==> config.mk <==
export PLATFORM = sky130hd
export DESIGN_NAME = ringtone_note_parser_core
export DESIGN_NICKNAME = d
export VERILOG_FILES = /design/src/rtl/core/rnp_pkg.sv /design/src/rtl/core/ringtone_note_parser_core.sv /design/src/rtl/core/rnp_front.sv /design/src/rtl/core/rnp_queue.sv /design/src/rtl/core/rnp_back.sv
export SDC_FILE = /design/constraint.sdc
export NUM_CORES = 1
export LEC_CHECK = 0
export BUFFER_PORTS_ARGS = -buffer_cell sky130_fd_sc_hd__buf_4
export CORE_ASPECT_RATIO = 0.8
export CORE_MARGIN = 2
export CORE_UTILIZATION = 64
export CTS_CLUSTER_DIAMETER = 120
export DETAILED_ROUTE_END_ITERATION = 10
export PLACE_DENSITY = 0.81
export SYNTH_ARGS = -nofsm -noshare
export SYNTH_HDL_FRONTEND = slang
export SYNTH_SLANG_ARGS = --single-unit
export TNS_END_PERCENT = 100
==> constraint.sdc <==
create_clock -name clk -period 8.3 [get_ports clk]
set_input_delay 1.66 -clock clk [delete_from_list [all_inputs] [get_ports clk]]
set_output_delay 1.66 -clock clk [all_outputs]
set_load 0.005 [all_outputs]
==> src/rtl/core/rnp_pkg.sv <==
// ----------------------------------------------------------------------------
// Ringtone note parser package
// Shared types, character codes, register indexes and the note period table.
// ----------------------------------------------------------------------------
package rnp_pkg;

	localparam int unsigned QUEUE_DEPTH_DEFAULT = 4;

	localparam logic [15:0] REST_PERIOD = 16'd10000;
	localparam logic [20:0] COUNT_MAX   = 21'h1F_FFFF;
	localparam logic [32:0] PLAIN_NUM   = 33'd3600000000;
	localparam logic [32:0] DOTTED_NUM  = 33'd5400000000;
	localparam int unsigned DIV_STEPS   = 33;

	// Reset values of the configuration registers and of the token octave.
	localparam logic [2:0] OCTAVE_RST = 3'd5;
	localparam logic [5:0] LENGTH_RST = 6'd4;
	localparam logic [9:0] TEMPO_RST  = 10'd125;

	// Configuration register indexes.
	localparam logic [1:0] CFG_IDX_OCTAVE = 2'd0;
	localparam logic [1:0] CFG_IDX_LENGTH = 2'd1;
	localparam logic [1:0] CFG_IDX_TEMPO  = 2'd2;

	// Character codes.
	localparam logic [7:0] CH_SPACE = 8'h20;
	localparam logic [7:0] CH_HASH  = 8'h23;
	localparam logic [7:0] CH_COMMA = 8'h2C;
	localparam logic [7:0] CH_DOT   = 8'h2E;
	localparam logic [7:0] CH_ONE   = 8'h31;
	localparam logic [7:0] CH_TWO   = 8'h32;
	localparam logic [7:0] CH_THREE = 8'h33;
	localparam logic [7:0] CH_FOUR  = 8'h34;
	localparam logic [7:0] CH_SIX   = 8'h36;
	localparam logic [7:0] CH_SEVEN = 8'h37;
	localparam logic [7:0] CH_EIGHT = 8'h38;
	localparam logic [7:0] CH_END   = 8'h53;
	localparam logic [7:0] LT_A     = 8'h61;
	localparam logic [7:0] LT_B     = 8'h62;
	localparam logic [7:0] LT_C     = 8'h63;
	localparam logic [7:0] LT_D     = 8'h64;
	localparam logic [7:0] LT_E     = 8'h65;
	localparam logic [7:0] LT_F     = 8'h66;
	localparam logic [7:0] LT_G     = 8'h67;
	localparam logic [7:0] LT_P     = 8'h70;

	typedef enum logic [2:0] {
		PH_START,
		PH_ONE,
		PH_THREE,
		PH_LETTER,
		PH_SHARP,
		PH_DOT1,
		PH_OCT,
		PH_TAIL
	} phase_t;

	typedef enum logic [2:0] {
		BK_IDLE,
		BK_MUL1,
		BK_MUL2,
		BK_DIV,
		BK_DONE
	} back_state_t;

	typedef struct packed {
		logic [2:0] default_octave;
		logic [5:0] default_length;
		logic [9:0] tempo_bpm;
	} cfg_t;

	// One note handed from the parser to the duration unit.
	typedef struct packed {
		logic [15:0] period;
		logic        tone_on;
		logic [5:0]  length;
		logic [9:0]  bpm;
		logic        dotted;
		logic        eom;
		logic        empty;
	} job_t;

	// Base period of a letter; an unknown letter keeps the held period.
	function automatic logic [15:0] note_period(input logic sharp, input logic [7:0] letter,
		input logic [15:0] held);
		logic [15:0] p;
		p = held;
		if (sharp) begin
			case (letter)
				LT_A: p = 16'd53629;
				LT_C: p = 16'd45097;
				LT_D: p = 16'd40176;
				LT_F: p = 16'd33784;
				LT_G: p = 16'd30098;
				default: p = held;
			endcase
		end else begin
			case (letter)
				LT_A: p = 16'd56818;
				LT_B: p = 16'd50620;
				LT_C: p = 16'd47778;
				LT_D: p = 16'd42565;
				LT_E: p = 16'd37921;
				LT_F: p = 16'd35793;
				LT_G: p = 16'd31888;
				LT_P: p = 16'd0;
				default: p = held;
			endcase
		end
		return p;
	endfunction

endpackage

==> src/rtl/core/ringtone_note_parser_core.sv <==
// A closing ',' or 'S' queues a note; the duration unit pops it, runs BK_MUL1, BK_MUL2
// and BK_DIV, or goes straight to BK_DONE for an end with no note pending, and then
// loads the output register once it is free. One melody byte is taken per cycle while
// the note queue has room; the duration unit works on one note at a time with its
// one-bit-per-cycle divider. Asynchronous active-low reset clears the parser, the queue
// and the output; configuration returns to octave 5, length 4 and 125 bpm.
// ----------------------------------------------------------------------------
// Ringtone note parser core
// Parses ringtone note text into tone periods and note durations.
// ----------------------------------------------------------------------------
module ringtone_note_parser_core #(
	parameter int unsigned QUEUE_DEPTH = rnp_pkg::QUEUE_DEPTH_DEFAULT
) (
	input  logic        clk,
	input  logic        arst_n,
	// Configuration write port.
	input  logic        cfg_we,
	input  logic [1:0]  cfg_index,
	input  logic [9:0]  cfg_data,
	// Melody byte channel.
	input  logic        in_valid,
	output logic        in_stall,
	input  logic [7:0]  melody_byte,
	// Note result channel.
	output logic        out_valid,
	input  logic        out_stall,
	output logic [15:0] tone_period,
	output logic        tone_on,
	output logic [20:0] period_count,
	output logic        end_of_melody
);

	// The configuration registers live here and are shared by the parser. The
	// default octave is used when a letter arrives; length and tempo are copied
	// into the queued note at the delimiter, so the duration unit never looks
	// back at them.
	rnp_pkg::cfg_t cfg_q;

	always_ff @(posedge clk or negedge arst_n) begin
		if (!arst_n) begin
			cfg_q.default_octave <= rnp_pkg::OCTAVE_RST;
			cfg_q.default_length <= rnp_pkg::LENGTH_RST;
			cfg_q.tempo_bpm      <= rnp_pkg::TEMPO_RST;
		end else if (cfg_we) begin
			case (cfg_index)
				rnp_pkg::CFG_IDX_OCTAVE: cfg_q.default_octave <= cfg_data[2:0];
				rnp_pkg::CFG_IDX_LENGTH: cfg_q.default_length <= cfg_data[5:0];
				rnp_pkg::CFG_IDX_TEMPO:  cfg_q.tempo_bpm      <= cfg_data;
				default: cfg_q <= cfg_q;
			endcase
		end
	end

	// The front end takes one byte per transfer. It stalls only when the note
	// queue is full, so a burst of notes is absorbed while the divider works.
	logic          q_push;
	logic          q_full;
	logic          q_pop;
	logic          q_valid;
	rnp_pkg::job_t push_job;
	rnp_pkg::job_t pop_job;

	rnp_front u_front (
		.clk         (clk),
		.arst_n      (arst_n),
		.in_valid    (in_valid),
		.in_stall    (in_stall),
		.melody_byte (melody_byte),
		.cfg         (cfg_q),
		.q_full      (q_full),
		.q_push      (q_push),
		.q_job       (push_job)
	);

	rnp_queue #(
		.DEPTH (QUEUE_DEPTH)
	) u_queue (
		.clk       (clk),
		.arst_n    (arst_n),
		.push      (q_push),
		.push_job  (push_job),
		.full      (q_full),
		.pop       (q_pop),
		.pop_valid (q_valid),
		.pop_job   (pop_job)
	);

	// The back end forms the divisor with two registered multiplies, runs the
	// restoring division and parks the result in the output register, from
	// which it leaves by an ordinary transfer.
	rnp_back u_back (
		.clk           (clk),
		.arst_n        (arst_n),
		.q_valid       (q_valid),
		.q_job         (pop_job),
		.q_pop         (q_pop),
		.out_valid     (out_valid),
		.out_stall     (out_stall),
		.tone_period   (tone_period),
		.tone_on       (tone_on),
		.period_count  (period_count),
		.end_of_melody (end_of_melody)
	);

`ifndef NO_ASSERTIONS
	// The parser never pushes into a full queue.
	assert property (@(posedge clk) disable iff (!arst_n) q_full |-> !q_push)
		else $error("note pushed into a full queue");

	// A silent result is either a rest or the end of an empty melody.
	assert property (@(posedge clk) disable iff (!arst_n)
		(out_valid && !tone_on) |->
		(tone_period == rnp_pkg::REST_PERIOD || tone_period == 16'd0))
		else $error("silent result with a tone period");

	// A zero period only comes from an empty end, which lasts no time.
	assert property (@(posedge clk) disable iff (!arst_n)
		(out_valid && tone_period == 16'd0) |-> (end_of_melody && period_count == 21'd0))
		else $error("zero period outside an empty end");
`endif

endmodule

==> src/rtl/core/rnp_front.sv <==
// ----------------------------------------------------------------------------
// Ringtone note parser front end
// Takes melody bytes, tracks the token fields and queues one note per token.
// ----------------------------------------------------------------------------
module rnp_front (
	input  logic           clk,
	input  logic           arst_n,
	input  logic           in_valid,
	output logic           in_stall,
	input  logic [7:0]     melody_byte,
	input  rnp_pkg::cfg_t  cfg,
	input  logic           q_full,
	output logic           q_push,
	output rnp_pkg::job_t  q_job
);

	rnp_pkg::phase_t phase_q, ph;
	logic [5:0]  len_q, len;
	logic [7:0]  letter_q, letter;
	logic [2:0]  oct_q, oct;
	logic        dot_q, dot;
	logic        sharp_q, sharp;
	logic        pend_q, pend;
	logic [15:0] held_q;
	logic [15:0] base;
	logic [1:0]  shift;
	logic        done;
	logic        accept;
	logic        is_space, is_comma, is_end;

	assign in_stall = q_full;
	assign accept   = in_valid && !in_stall;
	assign is_space = (melody_byte == rnp_pkg::CH_SPACE);
	assign is_comma = (melody_byte == rnp_pkg::CH_COMMA);
	assign is_end   = (melody_byte == rnp_pkg::CH_END);

	// Walk the token phases; a byte that does not fit a slot falls to the next.
	always_comb begin
		ph     = phase_q;
		len    = len_q;
		letter = letter_q;
		oct    = oct_q;
		dot    = dot_q;
		sharp  = sharp_q;
		pend   = pend_q;
		done   = 1'b0;
		for (int i = 0; i < 8; i++) begin
			if (!done) begin
				case (ph)
					rnp_pkg::PH_START: begin
						if (melody_byte == rnp_pkg::CH_EIGHT || melody_byte == rnp_pkg::CH_FOUR
							|| melody_byte == rnp_pkg::CH_TWO) begin
							len  = {2'b00, melody_byte[3:0]};
							ph   = rnp_pkg::PH_LETTER;
							done = 1'b1;
						end else if (melody_byte == rnp_pkg::CH_ONE) begin
							len  = 6'd1;
							ph   = rnp_pkg::PH_ONE;
							done = 1'b1;
						end else if (melody_byte == rnp_pkg::CH_THREE) begin
							ph   = rnp_pkg::PH_THREE;
							done = 1'b1;
						end else begin
							ph = rnp_pkg::PH_LETTER;
						end
					end
					rnp_pkg::PH_ONE: begin
						ph = rnp_pkg::PH_LETTER;
						if (melody_byte == rnp_pkg::CH_SIX) begin
							len  = 6'd16;
							done = 1'b1;
						end
					end
					rnp_pkg::PH_THREE: begin
						if (melody_byte == rnp_pkg::CH_TWO) begin
							len  = 6'd32;
							ph   = rnp_pkg::PH_LETTER;
							done = 1'b1;
						end else begin
							letter = rnp_pkg::CH_THREE;
							pend   = 1'b1;
							oct    = cfg.default_octave;
							ph     = rnp_pkg::PH_SHARP;
						end
					end
					rnp_pkg::PH_LETTER: begin
						letter = melody_byte;
						pend   = 1'b1;
						oct    = cfg.default_octave;
						ph     = rnp_pkg::PH_SHARP;
						done   = 1'b1;
					end
					rnp_pkg::PH_SHARP: begin
						ph = rnp_pkg::PH_DOT1;
						if (melody_byte == rnp_pkg::CH_HASH) begin
							sharp = 1'b1;
							done  = 1'b1;
						end
					end
					rnp_pkg::PH_DOT1: begin
						ph = rnp_pkg::PH_OCT;
						if (melody_byte == rnp_pkg::CH_DOT) begin
							dot  = 1'b1;
							done = 1'b1;
						end
					end
					rnp_pkg::PH_OCT: begin
						ph = rnp_pkg::PH_TAIL;
						if (melody_byte >= rnp_pkg::CH_FOUR && melody_byte <= rnp_pkg::CH_SEVEN) begin
							oct  = melody_byte[2:0];
							done = 1'b1;
						end
					end
					default: begin
						if (melody_byte == rnp_pkg::CH_DOT) begin
							dot = 1'b1;
						end
						done = 1'b1;
					end
				endcase
			end
		end
	end

	// Note resolution at the closing delimiter.
	always_comb begin
		base = rnp_pkg::note_period(sharp_q, letter_q, held_q);
		case (oct_q)
			3'd5:    shift = 2'd1;
			3'd6:    shift = 2'd2;
			3'd7:    shift = 2'd3;
			default: shift = 2'd0;
		endcase
		q_job.length = (len_q != 6'd0) ? len_q : cfg.default_length;
		q_job.bpm    = cfg.tempo_bpm;
		q_job.dotted = dot_q;
		q_job.eom    = is_end;
		q_job.empty  = !pend_q;
		if (!pend_q) begin
			q_job.period  = 16'd0;
			q_job.tone_on = 1'b0;
		end else if (base == 16'd0) begin
			q_job.period  = rnp_pkg::REST_PERIOD;
			q_job.tone_on = 1'b0;
		end else begin
			q_job.period  = base >> shift;
			q_job.tone_on = 1'b1;
		end
	end

	assign q_push = accept && ((is_comma && pend_q) || is_end);

	always_ff @(posedge clk or negedge arst_n) begin
		if (!arst_n) begin
			phase_q  <= rnp_pkg::PH_START;
			len_q    <= 6'd0;
			letter_q <= 8'd0;
			oct_q    <= rnp_pkg::OCTAVE_RST;
			dot_q    <= 1'b0;
			sharp_q  <= 1'b0;
			pend_q   <= 1'b0;
			held_q   <= 16'd0;
		end else if (accept && !is_space) begin
			if (is_comma || is_end) begin
				if (pend_q) begin
					held_q <= base;
				end
				phase_q  <= rnp_pkg::PH_START;
				len_q    <= 6'd0;
				letter_q <= 8'd0;
				dot_q    <= 1'b0;
				sharp_q  <= 1'b0;
				pend_q   <= 1'b0;
			end else begin
				phase_q  <= ph;
				len_q    <= len;
				letter_q <= letter;
				oct_q    <= oct;
				dot_q    <= dot;
				sharp_q  <= sharp;
				pend_q   <= pend;
			end
		end
	end

endmodule

==> src/rtl/core/rnp_queue.sv <==
// ----------------------------------------------------------------------------
// Ringtone note parser note queue
// Small first-in first-out store between the parser and the duration unit.
// ----------------------------------------------------------------------------
module rnp_queue #(
	parameter int unsigned DEPTH = rnp_pkg::QUEUE_DEPTH_DEFAULT
) (
	input  logic           clk,
	input  logic           arst_n,
	input  logic           push,
	input  rnp_pkg::job_t  push_job,
	output logic           full,
	input  logic           pop,
	output logic           pop_valid,
	output rnp_pkg::job_t  pop_job
);

	localparam int unsigned PTR_W = $clog2(DEPTH);
	localparam int unsigned CNT_W = $clog2(DEPTH + 1);

	rnp_pkg::job_t    slot_q [DEPTH];
	logic [PTR_W-1:0] wr_ptr_q, rd_ptr_q;
	logic [CNT_W-1:0] count_q;
	logic             do_push, do_pop;

	assign full      = (count_q == CNT_W'(DEPTH));
	assign pop_valid = (count_q != '0);
	assign pop_job   = slot_q[rd_ptr_q];
	assign do_push   = push && !full;
	assign do_pop    = pop && pop_valid;

	always_ff @(posedge clk) begin
		if (do_push) begin
			slot_q[wr_ptr_q] <= push_job;
		end
	end

	always_ff @(posedge clk or negedge arst_n) begin
		if (!arst_n) begin
			wr_ptr_q <= '0;
			rd_ptr_q <= '0;
			count_q  <= '0;
		end else begin
			if (do_push) begin
				wr_ptr_q <= (wr_ptr_q == PTR_W'(DEPTH - 1)) ? '0 : wr_ptr_q + 1'b1;
			end
			if (do_pop) begin
				rd_ptr_q <= (rd_ptr_q == PTR_W'(DEPTH - 1)) ? '0 : rd_ptr_q + 1'b1;
			end
			if (do_push && !do_pop) begin
				count_q <= count_q + 1'b1;
			end else if (do_pop && !do_push) begin
				count_q <= count_q - 1'b1;
			end
		end
	end

endmodule

==> src/rtl/core/rnp_back.sv <==
// ----------------------------------------------------------------------------
// Ringtone note parser duration unit
// Forms period x tempo x length, divides it into the note time bit by bit and
// holds the finished result for the output transfer.
// ----------------------------------------------------------------------------
module rnp_back (
	input  logic           clk,
	input  logic           arst_n,
	input  logic           q_valid,
	input  rnp_pkg::job_t  q_job,
	output logic           q_pop,
	output logic           out_valid,
	input  logic           out_stall,
	output logic [15:0]    tone_period,
	output logic           tone_on,
	output logic [20:0]    period_count,
	output logic           end_of_melody
);

	localparam int unsigned STEP_W = $clog2(rnp_pkg::DIV_STEPS + 1);

	rnp_pkg::back_state_t state_q, state_nxt;
	rnp_pkg::job_t job_q;
	logic [25:0]       prod_q;
	logic [31:0]       den_q;
	logic [31:0]       rem_q;
	logic [32:0]       num_q;
	logic [STEP_W-1:0] step_q;
	logic              out_valid_q;
	logic [15:0]       period_q;
	logic              on_q;
	logic [20:0]       count_q;
	logic              eom_q;
	logic              load_out;
	logic              last_step;
	logic [32:0]       trial;
	logic [32:0]       diff;
	logic              ge;
	logic [20:0]       count_res;

	assign last_step = (step_q == STEP_W'(1));
	assign trial     = {rem_q, num_q[32]};
	assign diff      = trial - {1'b0, den_q};
	assign ge        = (trial >= {1'b0, den_q});

	always_comb begin
		state_nxt = state_q;
		case (state_q)
			rnp_pkg::BK_IDLE: begin
				if (q_valid) begin
					state_nxt = q_job.empty ? rnp_pkg::BK_DONE : rnp_pkg::BK_MUL1;
				end
			end
			rnp_pkg::BK_MUL1: state_nxt = rnp_pkg::BK_MUL2;
			rnp_pkg::BK_MUL2: state_nxt = rnp_pkg::BK_DIV;
			rnp_pkg::BK_DIV: begin
				if (last_step) begin
					state_nxt = rnp_pkg::BK_DONE;
				end
			end
			rnp_pkg::BK_DONE: begin
				if (!out_valid_q || !out_stall) begin
					state_nxt = rnp_pkg::BK_IDLE;
				end
			end
			default: state_nxt = rnp_pkg::BK_IDLE;
		endcase
	end

	always_comb begin
		q_pop    = 1'b0;
		load_out = 1'b0;
		case (state_q)
			rnp_pkg::BK_IDLE: q_pop = q_valid;
			rnp_pkg::BK_DONE: load_out = !out_valid_q || !out_stall;
			default: begin
				q_pop    = 1'b0;
				load_out = 1'b0;
			end
		endcase
	end

	// A zero divisor or an oversized quotient saturates.
	always_comb begin
		if (job_q.empty) begin
			count_res = 21'd0;
		end else if (den_q == 32'd0 || num_q > {12'd0, rnp_pkg::COUNT_MAX}) begin
			count_res = rnp_pkg::COUNT_MAX;
		end else begin
			count_res = num_q[20:0];
		end
	end

	always_ff @(posedge clk or negedge arst_n) begin
		if (!arst_n) begin
			state_q     <= rnp_pkg::BK_IDLE;
			out_valid_q <= 1'b0;
		end else begin
			state_q <= state_nxt;
			if (load_out) begin
				out_valid_q <= 1'b1;
			end else if (!out_stall) begin
				out_valid_q <= 1'b0;
			end
		end
	end

	always_ff @(posedge clk) begin
		case (state_q)
			rnp_pkg::BK_IDLE: begin
				if (q_pop) begin
					job_q <= q_job;
				end
			end
			rnp_pkg::BK_MUL1: prod_q <= 26'(job_q.period) * 26'(job_q.bpm);
			rnp_pkg::BK_MUL2: begin
				den_q  <= 32'(prod_q) * 32'(job_q.length);
				num_q  <= job_q.dotted ? rnp_pkg::DOTTED_NUM : rnp_pkg::PLAIN_NUM;
				rem_q  <= 32'd0;
				step_q <= STEP_W'(rnp_pkg::DIV_STEPS);
			end
			rnp_pkg::BK_DIV: begin
				rem_q  <= ge ? diff[31:0] : trial[31:0];
				num_q  <= {num_q[31:0], ge};
				step_q <= step_q - 1'b1;
			end
			default: begin
				if (load_out) begin
					period_q <= job_q.period;
					on_q     <= job_q.tone_on;
					count_q  <= count_res;
					eom_q    <= job_q.eom;
				end
			end
		endcase
	end

	assign out_valid     = out_valid_q;
	assign tone_period   = period_q;
	assign tone_on       = on_q;
	assign period_count  = count_q;
	assign end_of_melody = eom_q;

endmodule
Word-level counts from Yosys, hierarchy flattened
Memory sizes are Yosys's and may differ from the RTL's.
Cells that the tools add are included.

storage, ports and cells
  flip-flop bits (word level) = 273
  memory bits (writable) = 144
  input bits = 25
  output and inout bits = 41
  word-level logic and storage cells = 431
  memories kept = 1

operators by class
  add/subtract/negate cells = 6
  multiply operators = 2
  magnitude comparators = 4
  equal/unequal tests = 84
  shift operators = 1
  muxes and demuxes = 244
  bitwise logic cells = 2
  reduce and logical (&&, ||, !) cells = 55

memory list
  memory          words  width  read ports  clocked after Yosys merged registers in  write ports  RTL line         source
  u_queue.slot_q  4      36     1           0                                        1            rnp_queue.sv:21  rnp_pkg::job_t slot_q [DEPTH];

operator list
  kind                                                                    number
  6-bit 2-to-1 mux                                                        41
  3-bit one-hot mux with 7 select lines                                   8
  6-bit one-hot mux with 3 select lines                                   8
  8-bit 2-to-1 mux                                                        16
  16-bit one-hot mux with 8 select lines                                  1
  8-bit one-hot mux with 2 select lines                                   8
  3-bit 2-to-1 mux                                                        40
  3-bit == test, second input constant                                    29
  1-bit 2-to-1 mux                                                        85
  8-bit by 6-bit == test with 1-bit output, second input constant         10
  16-bit one-hot mux with 5 select lines                                  1
  8-bit by 7-bit == test with 1-bit output, second input constant         9
  3-bit one-hot mux with 3 select lines                                   8
  33-bit one-hot mux with 2 select lines                                  1
  32-bit one-hot mux with 2 select lines                                  1
  3-bit by 2-bit == test with 1-bit output, second input constant         18
  6-bit OR reduction                                                      8
  1-bit one-hot mux with 6 select lines                                   7
  17-bit 2-to-1 mux                                                       2
  33-bit by 32-bit greater-or-equal comparator with 1-bit output          1
  33-bit by 21-bit > comparator with 1-bit output, second input constant  1
  33-bit 2-to-1 mux                                                       1
  32-bit logical NOT                                                      1
  26-bit by 6-bit multiplier with 32-bit output                           1
  other kinds (35)                                                        92

Depth between registers and ports, before layout
  depth in word-level cells = 34
  mapped depth = 21
  mapped depth without buffers = 20

Hierarchy
Synthesis repeated with hierarchy kept, for this count alone.

unflattened totals
  cell total of the unflattened synthesis = 2749
  area total of the unflattened synthesis = 29883.7 µm²

modules (own cells, without submodules)
  module                     times used  cells an instance  area an instance (µm²)  seq. area each (µm²)
  rnp_back                   1           1905               19082.1                 6226.0
  rnp_queue                  1           225                5649.2                  4499.3
  rnp_front                  1           577                4362.9                  978.4
  ringtone_note_parser_core  1           42                 789.5                   486.7

Worst setup path after synthesis
Ideal clock, no wire load.

  path kind = flip-flop to flip-flop
  start point = reg u_back.state_q[2]
  end point = reg u_back.den_q[0] (enable)
  library setup time = 425 ps
  arrival time = 5439 ps
  data required time = 7875 ps
  setup slack = 2437 ps
  stages on the path, launching flop included = 4
  path through = dfrtp_1 > clkbuf_1 > nor2b_1 > nor2b_1

between the ends
  longest elaborated chain between the ends = 1

ends and longest elaborated chain
  item                                      RTL line         source
  from (decl)                               rnp_back.sv:22   rnp_pkg::back_state_t state_q, state_nxt;
  from (signal assigned)                    rnp_back.sv:96   state_q <= rnp_pkg::BK_IDLE;
  from (signal assigned)                    rnp_back.sv:99   state_q <= state_nxt;
  3-bit by 2-bit == test with 1-bit output  rnp_back.sv:109  case (state_q)
  to (signal assigned)                      rnp_back.sv:117  den_q <= 32'(prod_q) * 32'(job_q.length);
  to (decl)                                 rnp_back.sv:25   logic [31:0] den_q;

Every way passes these cells.
A chain may end at the register's enable or synchronous reset.

Worst setup path after layout
  start point = reg u_back.job_q[12] in the netlist's numbering
  end point = reg u_back.prod_q[24] (data pin)

between the ends
  longest elaborated chain between the ends = 1

ends and longest elaborated chain
  item                                            RTL line         source
  from (decl)                                     rnp_back.sv:23   rnp_pkg::job_t job_q;
  from (signal assigned)                          rnp_back.sv:112  job_q <= q_job;
  16-bit by 10-bit multiplier with 26-bit output  rnp_back.sv:115  rnp_pkg::BK_MUL1: prod_q <= 26'(job_q.period) * 26'(job_q.bpm);
  to (signal assigned)                            rnp_back.sv:115
  to (decl)                                       rnp_back.sv:24   logic [25:0] prod_q;

Every way passes these cells.

==> results.toml <==
[critical_path]
timing.critical_path.to_type = "flip-flop"
worst_ep_required_time_ns = 8.60
cp_data_arrival_time_ns = 6.52
crit_type = "reg -> reg"
reg2reg_setup_slack_ns = 2.08
setup.worst_path.start_class = "flip-flop"
crit_fanout = 16

[detailed_routing]
detail_route.drc_violations = 0
drt-pass1-iter-count = 6
via_count = 20330
detailedRoute.firstIterationViolations = 2003
routed_wirelength_um = 67010
route.antenna.remaining_nets = 0
detail_route.vias_per_cell = 6.199
wire_per_inst_um = 20.43

[sta]
timing.final.ws_setup_ns = 2.079
finalClockSkew_ns = 0.01833
post-route-min-period_ns = 6.221
final_hold_slack_ns = 0.4183
grt_setup_unrepaired = "no"
fmax_ghz = 0.1607
setup_viol = 0
final-max-slew-violation-count = 0
worst_slew_margin_rel_pct = 20.90
min_period_over_period_pct = 74.95
tightestPinTransition_ns = 1.176
finalHoldViolations = 0
totalNegativeSetupSlack_ns = 0

[floorplan]
initial_core_util_pct = 65.28
core_um2 = 44720
dieWidth_um = 242.8
die_h_um = 195.0
die-area_um2 = 47350
design.portCount = 66
row_count = 69

[clock_tree]
clk_latency_ns = 0.57
clk_pin_slew_worst_paths_ns = 0.06
ctsRootBufferMaster = "sky130_fd_sc_hd__clkbuf_16"
postCtsSetupRepairBufs = 0
hold_buffer_count_at_cts = 0
cts_max_level = 2
cts_tree = "done"
numClockSinks = 417
clk_path_buf_depth = 3
cts-resized-gates = 0
cts-buffers-inserted = 41

[pwr]
max-vdd-ir-drop_v = 0.0002617
pwr_density_cell_nw_per_um2 = 358.6
power.static_leakage_nw = 13.20
total_power_mw = 11.26

[synthesis]
mean_area_per_synthesized_cell_um2 = 11.08
synthArstFlopShare_pct = 16.55
synth-edff-count = 348
synth.ff_latch_count = 417
summed_instance_area_of_the_synthesized_netlist_um2 = 29190
dominantRegCellSynth = "sky130_fd_sc_hd__edfxtp_1"
postSynthNetCount = 3010
ys_types = 111
synthCells = 2635
yosys_warnings = 0
synth.yosys.seq_area_share_pct = 41.76

[cells_and_area]
most-common-layout-cells = "sky130_fd_sc_hd__edfxtp_1, sky130_fd_sc_hd__nand2_1, sky130_fd_sc_hd__inv_1"
fill_cells = 3301
nNetsFinal = 3018
post_route_cells_drive_above_1_share_pct = 10.43
synthToLayoutAreaGrowth_pct = 7.552
final_common_cell = "sky130_fd_sc_hd__edfxtp_1"
finish.utilization_pct = 70.21
antenna-diode-count = 0

[run]
drv_cap = 0

[placement]
port_buffers = 65
detailed_place_hpwl_um = 47860
placement.setup.worst_slack_ns = 2.146
gp_congestion = 0.9076

[run_status]
run_status = "completed"

[global_route]
antenna_found_initial = 0
grt.total_usage_pct = 29.04
grt_start_max_net_pins = 77
grt_pass1_vias = 20400
grt_first_pass_wirelength_um = 109800
globalRoute.totalOverflow = 0

[worst_hold_path]
timing.hold.worst.class = "reg -> reg"
-- synthesized netlist by cell type, types with 7 or more instances --
| cell type | n | area (µm²) |
|---|---|---|
| sky130_fd_sc_hd__o31ai_1 | 12 | 90.09 |
| sky130_fd_sc_hd__inv_1 | 257 | 964.7 |
| sky130_fd_sc_hd__o21bai_1 | 9 | 67.56 |
| sky130_fd_sc_hd__dfrtp_1 | 58 | 1451 |
| sky130_fd_sc_hd__xor2_1 | 18 | 157.7 |
| sky130_fd_sc_hd__buf_2 | 15 | 75.07 |
| sky130_fd_sc_hd__a21oi_1 | 135 | 675.7 |
| sky130_fd_sc_hd__a31oi_1 | 20 | 125.1 |
| sky130_fd_sc_hd__xnor2_1 | 58 | 508.0 |
| sky130_fd_sc_hd__mux2_2 | 23 | 259.0 |
| sky130_fd_sc_hd__a211oi_1 | 11 | 82.58 |
| sky130_fd_sc_hd__clkbuf_1 | 73 | 274.0 |
| sky130_fd_sc_hd__buf_1 | 9 | 33.78 |
| sky130_fd_sc_hd__buf_6 | 7 | 78.83 |
| sky130_fd_sc_hd__o22ai_1 | 8 | 50.05 |
| sky130_fd_sc_hd__ha_1 | 141 | 1764 |
| sky130_fd_sc_hd__a21o_1 | 54 | 405.4 |
| sky130_fd_sc_hd__a22o_1 | 9 | 78.83 |
| sky130_fd_sc_hd__o21ai_1 | 11 | 55.05 |
| sky130_fd_sc_hd__and3_1 | 15 | 93.84 |
| sky130_fd_sc_hd__edfxtp_1 | 348 | 10450 |
| sky130_fd_sc_hd__nand4_1 | 11 | 68.82 |
| sky130_fd_sc_hd__dfstp_2 | 11 | 289.0 |
| sky130_fd_sc_hd__nand3_1 | 30 | 150.1 |
| sky130_fd_sc_hd__and2_1 | 128 | 800.8 |
| sky130_fd_sc_hd__o21ai_0 | 82 | 410.4 |
| sky130_fd_sc_hd__o21a_1 | 23 | 172.7 |
| sky130_fd_sc_hd__nor4_1 | 23 | 143.9 |
| sky130_fd_sc_hd__fa_1 | 209 | 4184 |
| sky130_fd_sc_hd__o211ai_1 | 15 | 112.6 |
| sky130_fd_sc_hd__nor3_1 | 35 | 175.2 |
| sky130_fd_sc_hd__or4_1 | 7 | 52.55 |
| sky130_fd_sc_hd__nand2b_1 | 19 | 118.9 |
| sky130_fd_sc_hd__nand2_1 | 332 | 1246 |
| sky130_fd_sc_hd__nor2b_1 | 15 | 93.84 |
| sky130_fd_sc_hd__mux2i_1 | 42 | 420.4 |
| sky130_fd_sc_hd__or3_1 | 14 | 87.58 |
| sky130_fd_sc_hd__nor2_1 | 156 | 585.6 |
| sky130_fd_sc_hd__mux4_2 | 36 | 810.8 |
-- metal layers --
| layer | vias to the layer above | global-route usage (%) | part of all wire, % |
|---|---|---|---|
| met2 | 845 | 47.11 | 47 |
| met1 | 10120 | 42.42 | 44 |
| met3 | 116 | 3.793 | 7.2 |
| met5 | - | 0 | 0 |
| met4 | 0 | 6.567 | 2.0 |
| li1 | 9244 | - | - |
-- final timing paths --
path                                              endpoint  cells past startpoint                        from
setup / recovery               u_back.prod_q[24]$_DFFE_PP_                     17  u_back.job_q[12]$_DFFE_PP_
hold / removal                    u_back.tone_on$_DFFE_PP_                      0  u_back.job_q[19]$_DFFE_PP_
setup reg to reg               u_back.prod_q[24]$_DFFE_PP_                     17  u_back.job_q[12]$_DFFE_PP_
hold reg to reg                   u_back.tone_on$_DFFE_PP_                      0  u_back.job_q[19]$_DFFE_PP_
max in group asynchronous  u_queue.rd_ptr_q[0]$_DFFE_PN0P_                      2                      arst_n
min in group asynchronous             cfg_q[7]$_DFFE_PN0P_                      1                      arst_n
-- cell type report --
type                    count  area (µm²)  area share (%)
well taps                 603       754.5           2.403
clock inverters            26       300.3          0.9564
clock buffers              50        1080           3.439
multi-input cells        1846       15510           49.41
repair buffers             78       585.6           1.865
flip-flops and latches    417       12190           38.83
inverters                 259       972.2           3.096
-- cell families (layout without fill, tap and decap cells) --
group                    after synthesis  after routing  share of synthesized area (%)
adder cells (fa/ha/maj)              350            350                          20.38
buffers and inverters                372            413                          5.208
AND/OR/NAND/NOR                      839            839                          14.22
multiplexers                         101            101                          5.105
flip-flops                           417            417                          41.76
AO/OA/AOI/OAI                        480            480                          11.05
XOR/XNOR                              76             76                          2.280
-- sequential cells by signal, indices dropped and copies added (netlist names), 2 cells and up --
register and cells:
u_back.den_q 32, u_queue.slot_q 144, u_front.phase_q 3, u_back.prod_q 26
u_back.step_q 6, u_back.job_q 36, u_front.held_q 16, u_queue.rd_ptr_q 2
u_front.oct_q 3, u_back.state_q 3, u_front.len_q 6, u_back.rem_q 32
u_queue.count_q 3, u_queue.wr_ptr_q 2, u_back.num_q 33, u_back.period_count 21
cfg_q 19, u_front.letter_q 8, u_back.tone_period 16
-- per-stage QoR --
| step | std cells | instance area, µm² |
|---|---|---|
| after floorplan | 2635 | 29190 |
| after global placement | 3203 | 30020 |
| after detailed placement | 3203 | 30020 |
| after CTS | 3279 | 31400 |
| after global routing | 3279 | 31400 |
| final | 3279 | 31400 |
-- where the power goes --
part | total (mW) | switching (mW) | internal [mW]
sequential | 3.50 | 0.404 | 3.10
clock | 1.91 | 0.817 | 1.10
combinational | 5.84 | 3.43 | 2.41
total | 11.3 | 4.65 | 6.61
-- critical path, stage by stage (launching register included) --
cell	delay (ns)
sky130_fd_sc_hd__edfxtp_1	0.71
sky130_fd_sc_hd__nand2_1	0.16
sky130_fd_sc_hd__fa_1	0.55
sky130_fd_sc_hd__inv_1	0.06
sky130_fd_sc_hd__fa_1	0.51
sky130_fd_sc_hd__fa_1	0.52
sky130_fd_sc_hd__fa_1	0.53
sky130_fd_sc_hd__fa_1	0.50
sky130_fd_sc_hd__ha_1	0.40
sky130_fd_sc_hd__a21oi_1	0.19
sky130_fd_sc_hd__nor2_1	0.08
sky130_fd_sc_hd__o21a_1	0.19
sky130_fd_sc_hd__a2111o_1	0.41
sky130_fd_sc_hd__a221oi_2	0.33
sky130_fd_sc_hd__a211oi_1	0.13
sky130_fd_sc_hd__a2111o_1	0.41
sky130_fd_sc_hd__a21oi_1	0.19
sky130_fd_sc_hd__xnor2_1	0.10
No activity file was read; power rests on OpenSTA's default activity.
